$ cat src/ccfr_pkg.sv
package ccfr_pkg;

  localparam int HDR_LEN = 20;
  localparam logic [7:0] MAGIC0 = 8'h55;
  localparam logic [7:0] MAGIC1 = 8'h41;
  localparam logic [15:0] CRC_INIT = 16'hFFFF;
  localparam logic [15:0] CRC_POLY = 16'h1021;

  typedef enum logic [2:0] {
    ST_OK        = 3'd0,
    ST_COBS      = 3'd1,
    ST_SHORT     = 3'd2,
    ST_CRC       = 3'd3,
    ST_MAGIC     = 3'd4,
    ST_LENGTH    = 3'd5
  } frame_status_t;

  // One entry of the result queue: header fields are filled only on an ok verdict.
  typedef struct packed {
    logic        is_verdict;
    logic [7:0]  data_byte;
    logic [7:0]  byte_index;
    logic [2:0]  frame_status;
    logic [7:0]  message_type;
    logic [15:0] message_flags;
    logic [15:0] payload_length;
    logic [31:0] session_id;
    logic [31:0] sequence_number;
    logic [31:0] sample_position;
    logic [31:0] error_total;
  } result_t;

  function automatic logic [15:0] crc_byte(input logic [15:0] c_in, input logic [7:0] b);
    logic [15:0] c;
    c = c_in ^ {b, 8'h00};
    for (int i = 0; i < 8; i++) begin
      c = c[15] ? ({c[14:0], 1'b0} ^ CRC_POLY) : {c[14:0], 1'b0};
    end
    return c;
  endfunction

endpackage

$ cat src/ccfr_front.sv
module ccfr_front #(
  parameter int MAX_PAYLOAD   = 256,
  parameter int RAW_LIMIT     = 278,
  parameter int ENCODED_LIMIT = 280
) (
  input  logic             clk,
  input  logic             rst_n,
  input  logic             in_valid,
  input  logic [7:0]       rx_byte,
  input  logic [7:0]       version,
  output logic             res_valid,
  output ccfr_pkg::result_t res
);
  import ccfr_pkg::*;

  localparam int EW = $clog2(ENCODED_LIMIT + 1);
  localparam int DW = $clog2(RAW_LIMIT + 1);

  logic [EW-1:0] encoded_count_r;
  logic [7:0]    group_left_r;
  logic          zero_pending_r;
  logic [DW-1:0] decoded_count_r;
  logic          decode_failed_r;
  logic [15:0]   tail_delay_r;
  logic [15:0]   crc_r;
  logic [7:0]    hdr_r [HDR_LEN];
  logic [31:0]   err_r;

  logic          is_data, is_delim, ovf, have, emit_byte, decode_store;
  logic [7:0]    d;
  logic [15:0]   supplied, plen;
  logic [DW:0]   want_len;
  frame_status_t status;
  result_t       res_nxt;

  assign is_delim = in_valid && (rx_byte == 8'd0);
  assign is_data  = in_valid && (rx_byte != 8'd0);
  assign ovf      = encoded_count_r >= EW'(ENCODED_LIMIT);
  assign have     = (group_left_r == 8'd0) ? zero_pending_r : 1'b1;
  assign d        = (group_left_r == 8'd0) ? 8'd0 : rx_byte;
  assign decode_store = is_data && !ovf && have && !decode_failed_r &&
                        (decoded_count_r < DW'(RAW_LIMIT));
  assign emit_byte = decode_store && (decoded_count_r >= DW'(HDR_LEN + 2));

  assign supplied = {tail_delay_r[7:0], tail_delay_r[15:8]};
  assign plen     = {hdr_r[7], hdr_r[6]};
  assign want_len = (DW+1)'(HDR_LEN + 2) + (DW+1)'(plen);

  always_comb begin
    if (decode_failed_r || group_left_r != 8'd0) status = ST_COBS;
    else if (decoded_count_r < DW'(HDR_LEN + 2)) status = ST_SHORT;
    else if (crc_r != supplied) status = ST_CRC;
    else if (hdr_r[0] != MAGIC0 || hdr_r[1] != MAGIC1 || hdr_r[2] != version)
      status = ST_MAGIC;
    else if (plen > 16'(MAX_PAYLOAD) || (DW+1)'(decoded_count_r) != want_len)
      status = ST_LENGTH;
    else status = ST_OK;
  end

  always_ff @(posedge clk) begin
    if (!rst_n) begin
      encoded_count_r <= '0;
      group_left_r    <= '0;
      zero_pending_r  <= 1'b0;
      decoded_count_r <= '0;
      decode_failed_r <= 1'b0;
      tail_delay_r    <= '0;
      crc_r           <= CRC_INIT;
      err_r           <= '0;
      res_valid       <= 1'b0;
    end else begin
      if (is_data) begin
        if (ovf) begin
          err_r           <= err_r + 32'd1;
          encoded_count_r <= '0;
          group_left_r    <= '0;
          zero_pending_r  <= 1'b0;
          decoded_count_r <= '0;
          decode_failed_r <= 1'b0;
          tail_delay_r    <= '0;
          crc_r           <= CRC_INIT;
          res_valid       <= 1'b0;
        end else begin
          encoded_count_r <= encoded_count_r + EW'(1);
          if (group_left_r == 8'd0) begin
            group_left_r   <= rx_byte - 8'd1;
            zero_pending_r <= (rx_byte != 8'hFF);
          end else begin
            group_left_r <= group_left_r - 8'd1;
          end
          if (have && !decode_failed_r) begin
            if (decoded_count_r >= DW'(RAW_LIMIT)) begin
              decode_failed_r <= 1'b1;
            end else begin
              if (decoded_count_r >= DW'(2)) crc_r <= crc_byte(crc_r, tail_delay_r[15:8]);
              tail_delay_r    <= {tail_delay_r[7:0], d};
              decoded_count_r <= decoded_count_r + DW'(1);
            end
          end
          res_valid <= emit_byte;
        end
      end else if (is_delim && encoded_count_r != '0) begin
        if (status != ST_OK) err_r <= err_r + 32'd1;
        res_valid       <= 1'b1;
        encoded_count_r <= '0;
        group_left_r    <= '0;
        zero_pending_r  <= 1'b0;
        decoded_count_r <= '0;
        decode_failed_r <= 1'b0;
        tail_delay_r    <= '0;
        crc_r           <= CRC_INIT;
      end else begin
        res_valid <= 1'b0;
      end
    end
  end

  // Header bytes; never read before written on an ok verdict.
  always_ff @(posedge clk) begin
    if (decode_store && decoded_count_r < DW'(HDR_LEN))
      hdr_r[decoded_count_r[4:0]] <= d;
  end

  always_comb begin
    res_nxt = '0;
    if (emit_byte) begin
      res_nxt.data_byte  = tail_delay_r[15:8];
      res_nxt.byte_index = 8'(decoded_count_r - DW'(HDR_LEN + 2));
    end else begin
      res_nxt.is_verdict   = 1'b1;
      res_nxt.frame_status = status;
      res_nxt.error_total  = err_r + ((status != ST_OK) ? 32'd1 : 32'd0);
      if (status == ST_OK) begin
        res_nxt.message_type    = hdr_r[3];
        res_nxt.message_flags   = {hdr_r[5], hdr_r[4]};
        res_nxt.payload_length  = plen;
        res_nxt.session_id      = {hdr_r[11], hdr_r[10], hdr_r[9], hdr_r[8]};
        res_nxt.sequence_number = {hdr_r[15], hdr_r[14], hdr_r[13], hdr_r[12]};
        res_nxt.sample_position = {hdr_r[19], hdr_r[18], hdr_r[17], hdr_r[16]};
      end
    end
  end

  always_ff @(posedge clk) begin
    res <= res_nxt;
  end

endmodule

$ cat src/ccfr_queue.sv
module ccfr_queue (
  input  logic              clk,
  input  logic              rst_n,
  input  logic              wr_en,
  input  ccfr_pkg::result_t wr_data,
  output logic              almost_full,
  input  logic              rd_en,
  output logic              empty,
  output ccfr_pkg::result_t rd_data
);
  import ccfr_pkg::*;

  // Four entries: one in flight in the front register plus margin.
  result_t    mem_r [4];
  logic [1:0] wp_r, rp_r;
  logic [2:0] cnt_r;

  assign empty       = (cnt_r == 3'd0);
  assign almost_full = (cnt_r >= 3'd3);
  assign rd_data     = mem_r[rp_r];

  always_ff @(posedge clk) begin
    if (wr_en) mem_r[wp_r] <= wr_data;
  end

  always_ff @(posedge clk) begin
    if (!rst_n) begin
      wp_r  <= '0;
      rp_r  <= '0;
      cnt_r <= '0;
    end else begin
      if (wr_en) wp_r <= wp_r + 2'd1;
      if (rd_en) rp_r <= rp_r + 2'd1;
      cnt_r <= cnt_r + {2'b0, wr_en} - {2'b0, rd_en};
    end
  end

endmodule

$ cat src/cobs_crc_frame_receiver.sv
// COBS frame receiver with CRC-16/CCITT-FALSE check.
// Input channel: push one received byte (in_rx_byte) when full is low; a zero
//   byte ends a frame. One byte can be taken every cycle while full is low.
// Result channel: while empty is low, the out_ ports show the oldest result;
//   pop takes it. Payload bytes (out_is_verdict low) come out cut-through with
//   their index, delayed two decoded bytes so the CRC tail is never shown.
//   A delimiter after a non-empty frame gives one verdict with status, the
//   error total and, on status 0, the header fields. Drop the payload when
//   the status is not 0.
// Timing: the front stage registers each result and the queue stores it; it
//   shows on the out_ ports when it is the oldest entry. One byte per cycle is
//   taken while full is low, set by the decode and CRC step in the front stage.
// Configuration: cfg_we with cfg_data writes the expected version; write
//   only while idle. Reset value of the version is 1.
// Reset (rst_n low, synchronous): clear frame state, error counter and queue.
// Stall: when pop stays low the queue fills and full rises; it rises early
//   enough that the result in the front stage always finds room.
module cobs_crc_frame_receiver #(
  parameter int MAX_PAYLOAD   = 256,
  parameter int RAW_LIMIT     = 278,
  parameter int ENCODED_LIMIT = 280
) (
  input  logic        clk,
  input  logic        rst_n,
  input  logic        push,
  output logic        full,
  input  logic [7:0]  in_rx_byte,
  output logic        empty,
  input  logic        pop,
  output logic        out_is_verdict,
  output logic [7:0]  out_data_byte,
  output logic [7:0]  out_byte_index,
  output logic [2:0]  out_frame_status,
  output logic [7:0]  out_message_type,
  output logic [15:0] out_message_flags,
  output logic [15:0] out_payload_length,
  output logic [31:0] out_session_id,
  output logic [31:0] out_sequence_number,
  output logic [31:0] out_sample_position,
  output logic [31:0] out_error_total,
  input  logic        cfg_we,
  input  logic [7:0]  cfg_data
);
  import ccfr_pkg::*;

  logic [7:0] version_r;
  logic       res_valid, q_almost_full;
  result_t    res, head;

  always_ff @(posedge clk) begin
    if (!rst_n) version_r <= 8'd1;
    else if (cfg_we) version_r <= cfg_data;
  end

  // Hold input while the queue cannot absorb the request in flight.
  assign full = q_almost_full;

  ccfr_front #(
    .MAX_PAYLOAD  (MAX_PAYLOAD),
    .RAW_LIMIT    (RAW_LIMIT),
    .ENCODED_LIMIT(ENCODED_LIMIT)
  ) u_front (
    .clk      (clk),
    .rst_n    (rst_n),
    .in_valid (push && !full),
    .rx_byte  (in_rx_byte),
    .version  (version_r),
    .res_valid(res_valid),
    .res      (res)
  );

  ccfr_queue u_queue (
    .clk        (clk),
    .rst_n      (rst_n),
    .wr_en      (res_valid),
    .wr_data    (res),
    .almost_full(q_almost_full),
    .rd_en      (pop && !empty),
    .empty      (empty),
    .rd_data    (head)
  );

  assign out_is_verdict      = head.is_verdict;
  assign out_data_byte       = head.data_byte;
  assign out_byte_index      = head.byte_index;
  assign out_frame_status    = head.frame_status;
  assign out_message_type    = head.message_type;
  assign out_message_flags   = head.message_flags;
  assign out_payload_length  = head.payload_length;
  assign out_session_id      = head.session_id;
  assign out_sequence_number = head.sequence_number;
  assign out_sample_position = head.sample_position;
  assign out_error_total     = head.error_total;

endmodule

$ cat config.mk
export PLATFORM = sky130hd
export DESIGN_NAME = cobs_crc_frame_receiver
export DESIGN_NICKNAME = d
export VERILOG_FILES = /design/src/ccfr_pkg.sv /design/src/ccfr_front.sv /design/src/ccfr_queue.sv /design/src/cobs_crc_frame_receiver.sv
export SDC_FILE = /design/constraint.sdc
export NUM_CORES = 1
export LEC_CHECK = 0
export BUFFER_PORTS_ARGS = -buffer_cell sky130_fd_sc_hd__buf_2
export CORE_ASPECT_RATIO = 1.1
export CORE_MARGIN = 3
export CORE_UTILIZATION = 50
export DETAILED_ROUTE_END_ITERATION = 8
export PLACE_DENSITY = 0.69
export SLEW_MARGIN = 20
export SYNTH_ARGS = -nofsm -noshare
export SYNTH_HDL_FRONTEND = slang
export SYNTH_SLANG_ARGS = --single-unit
$ cat constraint.sdc
create_clock -name clk -period 11.1 [get_ports clk]
set_clock_uncertainty 0.1 [all_clocks]
set_input_delay 0 -clock clk [delete_from_list [all_inputs] [get_ports clk]]
set_output_delay 0 -clock clk [all_outputs]
set_load 0.01 [all_outputs]
# Word-level counts from Yosys, hierarchy flattened
# Memory sizes are Yosys's and may differ from the RTL's. A register that Yosys moved wholly into a read port is not among the register bits.
# Cells that the tools add are included.
dict set report totals {
  ff_bits 176
  mem_bits_rw 912
  inputBits 21
  word_cells 160
  mem_count 2
}
dict set report classes {
  addsub 12
  n_lt_le_gt_ge 9
  eq_ne 12
  n_mux 60
  bitwise 10
  reduce_logical 36
}
# memory words word_bits read_ports rd_clocked_by_memory_dff wr line
set mem_list {}
lappend mem_list {u_queue.mem_r 4 188 1 1 1 ccfr_queue.sv:14} ;# result_t mem_r [4];
lappend mem_list {u_front.hdr_r 20 8 20 15 1 ccfr_front.sv:26} ;# logic [7:0] hdr_r [HDR_LEN];
# op n
set ops {}
lappend ops {{16-bit two-way mux} 11}
lappend ops {{32-bit two-way mux} 4}
lappend ops {{13-bit two-way mux} 8}
lappend ops {{9-bit two-way mux} 7}
lappend ops {{8-bit two-way mux} 5}
lappend ops {{32-bit by 1-bit adder with 32-bit output, second input constant} 1}
lappend ops {{32-bit adder} 1}
lappend ops {{3-bit NOT} 8}
lappend ops {{9-bit by 1-bit adder with 9-bit output, second input constant} 2}
lappend ops {{9-bit greater-or-equal comparator, second input constant} 2}
lappend ops {{9-bit by 5-bit less-than comparator with 1-bit output, second input constant} 2}
lappend ops {{1-bit two-way mux} 18}
lappend ops {{16-bit by 9-bit > comparator with 1-bit output, second input constant} 1}
lappend ops {{8-bit logical NOT} 2}
lappend ops {{16-bit inequality test} 1}
lappend ops {{8-bit by 7-bit inequality test with 1-bit output, second input constant} 2}
lappend ops {{8-bit nonzero test} 2}
lappend ops {{8-bit by 1-bit subtractor with 8-bit output, second input constant} 2}
lappend ops {{16-bit bitwise XOR} 1}
lappend ops {{3-bit two-way mux} 5}
lappend ops {{3-bit inequality test, second input constant} 5}
lappend ops {{1-bit logical AND} 12}
lappend ops {{5-bit by 10-bit adder with 10-bit output, first input constant} 1}
lappend ops {{9-bit by 10-bit inequality test with 1-bit output} 1}
lappend ops {{23 further kinds} 35}

# Depth between registers and ports, before layout
dict set report logic_depth {
  ltp_word 22
  depth_mapped 17
  ltp_nobuf 17
}

# Hierarchy
# A second synthesis with hierarchy kept.
dict set report unflattened {
  cells_unflattened 2432
  area_unflattened_um2 43907.1
}
# mod n_inst cells_per_inst area_each_um2 seq_area_each_um2
set by_module_without_submodules {}
lappend by_module_without_submodules {ccfr_queue 1 1028 27557.7 22761.8}
lappend by_module_without_submodules {ccfr_front 1 1377 16037.9 10430.0}
lappend by_module_without_submodules {cobs_crc_frame_receiver 1 27 311.5 160.2}

# Least setup slack after synthesis
# No wires, ideal clock.
dict set report synth_timing {
  path_kind {reg-to-reg}
  start {register u_queue.wp_r[0]}
  end {memory u_queue.mem_r[0][0] in the netlist's numbering, enable pin}
  arrival_time_ns 4.823
  required_time_ns 10.430
  slack_ns 5.606
  path_stages_with_launch 4
  n_path_buf 0
  synth_period_minus_slack_ns 5.494
  cell_sequence {dfxtp_1 inv_1 ha_1 and2_1}
}
# item line
set synth_rtl {}
lappend synth_rtl {{from (decl)} ccfr_queue.sv:15} ;# logic [1:0] wp_r, rp_r;
lappend synth_rtl {{from (signal assigned)} ccfr_queue.sv:32} ;# if (wr_en) wp_r <= wp_r + 2'd1;
lappend synth_rtl {{to (decl)} ccfr_queue.sv:14}
# No word-level cell before the write port.

==> metrics <==
WL per Instance=23.1 um; Slowest cell on crit path=edfxtp_1; Worst R2R End=u_front.res[31]; WP data required=11.59 ns; Die Y-Extent=316 um; CP endpoint kind=flop; largest net degree at the start of global routing=126; flops & latches, synth=1210; Final Hold Viols=0; CP Max Fanout=8; fillers=6495; die area=91100 sq um; Post-synth EDFFs=912; R2R Setup Slk=6.90 ns; Syn Std Cell Area=43800 sq um; PD cells=226 nW/um^2; final worst path period share=37.8%; number of I/O port buffers=210; status=complete, no violations; most used flip-flop cell after synthesis=edfxtp_1; gr usage total=20.4%; Die X=288 um; Reg2Reg Launch Point=u_front.hdr_r[6][1]; worst slew pin tran=1.11 ns; Final ANT Viol Nets=0; CTS clock-pin slew for the worst setup and hold paths=0.07 ns; max_slew headroom=25.5%; TNS Setup=0 ns; Max Freq=238 MHz; Hold/Removal Path Class=input pin to flop; Cells after Synth=2449; CTS buffer count=113; starting DRC count in detailed routing=1581; max-cap violations=0; Core ar.=86500 sq um; Root Buffer=clkbuf_16; Via Count=22170; IO Pins=211; post-CTS sizing=0; mean area per synthesized cell=17.9 sq um; Layout Nets=2778; via/cell ratio=5.56; Syn. warnings=0; Slowest Stage Delay on Critical Path=0.44 ns; CTS tree=yes; # H-tree levels=3; clk sinks=1210; RD Place Congestion=0.853; DRC violations left=0; Core Rows=113; first-pass GRT wire length=140 mm; drt first pass iters=7; post-synthesis sequential area ratio=76.2%; count of cell types in the netlist=66; VDD IR max=215 uV; CP Launch Point=u_front.hdr_r[6][1]; ant diodes=0; dpl hpwl=52.8 mm; dpl ws=6.97 ns; vias in the first global route=23083; CP startpoint kind=flop; worst skew pair latency=0.68 ns; CP endpoint=u_front.res[31]; final setup violating endpoints=0; WL final=91.9 mm; share of synthesized registers carrying an async set or reset=0%; cell chain of the critical path=inv_1 -> ha_1 -> nor2b_4 -> or3_1 -> a211oi_1 -> nor3_1 -> nor4_2 -> nand4_2 -> ha_1 -> and3_1 -> nand3_1 -> nor2_1 -> nand2_1 -> nor2_1 -> nand2_1 -> or3_1 -> a21oi_1; Tmin final=4.20 ns; Worst Path Arrival=4.69 ns; Area Growth Syn to Fin=15.3%; Starting Density=50.6%; fraction of layout cells with a size suffix above 1=22.6%; initial antenna violation count=3; total gr overflow=0; leakage power=17.4 nW; worst setup margin=6.90 ns; Slew Viols, Final=0; Hold Slack=0.251 ns; R2R cell count=17; clk buf depth=3; RSZ-0062 raised after global routing=no; kind of critical path=flop to flop
critical path, delay by kind of cell (launching register included):
kind,cells,cell delay (ns)
AO/OA/AOI/OAI,2,0.22
adder cells (fa/ha/maj),2,0.52
buffers and inverters,1,0.09
flip-flops,1,0.44
AND/OR/NAND/NOR,12,2.78
Yosys cell counts (5+ instances only):
master	count	share of area (%)
edfxtp_1	912	63
dfxtp_1	298	14
mux4_2	188	9.7
and2_1	146	2.1
nor2_1	128	1.1
nand2_1	119	1.0
clkbuf_1	66	0.57
a21oi_1	59	0.67
xnor2_1	53	1.1
xor2_1	50	1.0
nand3_1	45	0.51
o21ai_0	37	0.42
buf_1	30	0.26
inv_1	25	0.21
nor3_1	23	0.26
ha_1	21	0.60
nor4_1	21	0.30
or4_1	21	0.36
mux2i_1	20	0.46
nand4_1	19	0.27
and3_1	18	0.26
o31ai_1	17	0.29
nand2b_1	15	0.21
nor2b_1	13	0.19
or3_1	10	0.14
buf_6	9	0.23
a211oi_1	8	0.14
nor3b_1	6	0.10
o21ai_1	5	0.057
per-layer routing:
layer | vias up | share of wire [%] | GRT usage (%)
li1 | 9974 | - | -
met1 | 11423 | 41 | 27.2
met2 | 634 | 51 | 35.2
met3 | 139 | 5.5 | 3.31
met4 | 0 | 2.2 | 5.56
met5 | - | 0 | 0
placed cells by master, fill, tap and decap left out, types with 5 or more instances in the layout:
| cell type | instances |
|---|---|
| edfxtp_1 | 912 |
| dfxtp_1 | 296 |
| buf_2 | 210 |
| mux4_2 | 188 |
| and2_1 | 142 |
| nor2_1 | 127 |
| nand2_1 | 119 |
| clkbuf_16 | 114 |
| a21oi_1 | 59 |
| xnor2_1 | 53 |
| xor2_1 | 50 |
| nand3_1 | 45 |
| o21ai_0 | 37 |
| dlygate4sd3_1 | 37 |
| inv_1 | 25 |
| nor3_1 | 22 |
| clkbuf_1 | 22 |
| nor4_1 | 21 |
| or4_1 | 21 |
| ha_1 | 21 |
| clkbuf_8 | 21 |
| buf_4 | 21 |
| mux2i_1 | 20 |
| nand4_1 | 19 |
| clkinv_2 | 19 |
| and3_1 | 18 |
| o31ai_1 | 17 |
| nand2b_1 | 15 |
| bufinv_16 | 13 |
| or3_1 | 10 |
| clkinv_1 | 9 |
| clkinvlp_4 | 9 |
| nor2b_4 | 8 |
| a211oi_1 | 8 |
| conb_1 | 7 |
| nor3b_1 | 6 |
| nor2b_1 | 5 |
| o21ai_1 | 5 |
cells by family after synthesis:
kind of cell    synth area share, %
simple gates                   7.40
other cells                 0.00857
fa+ha+maj                     0.646
compound gates                 2.22
buf+inv                        1.33
xor+xnor                       2.06
mux                            10.1
flops                          76.2
worst min path at each step:
stage / start / endpoint / slack, ns / cells past startpoint
floorplan: cfg_data[0] / version_r[0] / 0.03 / 2
global placement: cfg_data[0] / version_r[0] / 0.18 / 3
detailed placement: cfg_data[0] / version_r[0] / 0.20 / 3
CTS: cfg_we / version_r[2] / 0.20 / 4
global route: cfg_we / version_r[7] / 0.25 / 4
finish: cfg_we / version_r[2] / 0.25 / 4
power by group:
part | leakage (nW) | total, mW | internal, mW | switching [mW]
registers | 11.2 | 5.13 | 5.04 | 0.0853
logic | 4.22 | 2.31 | 0.938 | 1.38
clock network | 1.92 | 3.99 | 2.34 | 1.64
total | 17.4 | 11.4 | 8.32 | 3.11
final cells by class:
cell class | instances | area [sq um] | area share [%]
Inverter | 26 | 97.6 | 0.193
Clock inverter | 59 | 719 | 1.43
Timing Repair Buffer | 274 | 1700 | 3.36
Sequential cell | 1210 | 33400 | 66.1
Clock buffer | 157 | 3220 | 6.39
Multi-Input combinational cell | 1110 | 9930 | 19.7
Tap cell | 1150 | 1440 | 2.85
flip-flops by register name, summed over array words and instances (netlist names), named ones only:
| signal | cells |
|---|---|
| u_front.res | 188 |
| u_front.res_valid | 1 |
| u_front.decoded_count_r | 9 |
| u_queue.mem_r | 752 |
| u_front.encoded_count_r | 9 |
| u_queue.cnt_r | 3 |
| u_front.crc_r | 16 |
| u_front.err_r | 32 |
| u_queue.rp_r | 2 |
| u_queue.wp_r | 2 |
| u_front.decode_failed_r | 1 |
| u_front.zero_pending_r | 1 |
| u_front.hdr_r | 160 |
| u_front.group_left_r | 8 |
| u_front.tail_delay_r | 16 |
| version_r | 8 |
stage by stage:
step	std cells	area, sq um	utilization, %	power (mW)
floorplan	2455	43800	-	6.55
global placement	3731	46100	53.3	7.53
detailed placement	3732	46100	53.3	7.56
CTS	3985	50400	58.3	11.6
global route	3986	50500	58.3	11.9
finish	3986	50500	58.3	11.4
repair_timing:
| action | CTS | global route |
|---|---|---|
| endpoints found under the hold margin | 200 | 0 |
| setup buffers | 0 | 0 |
| setup endpoints to repair | 0 | 0 |
| hold buffers | 37 | 0 |
(Power assumes the default switching activity.)
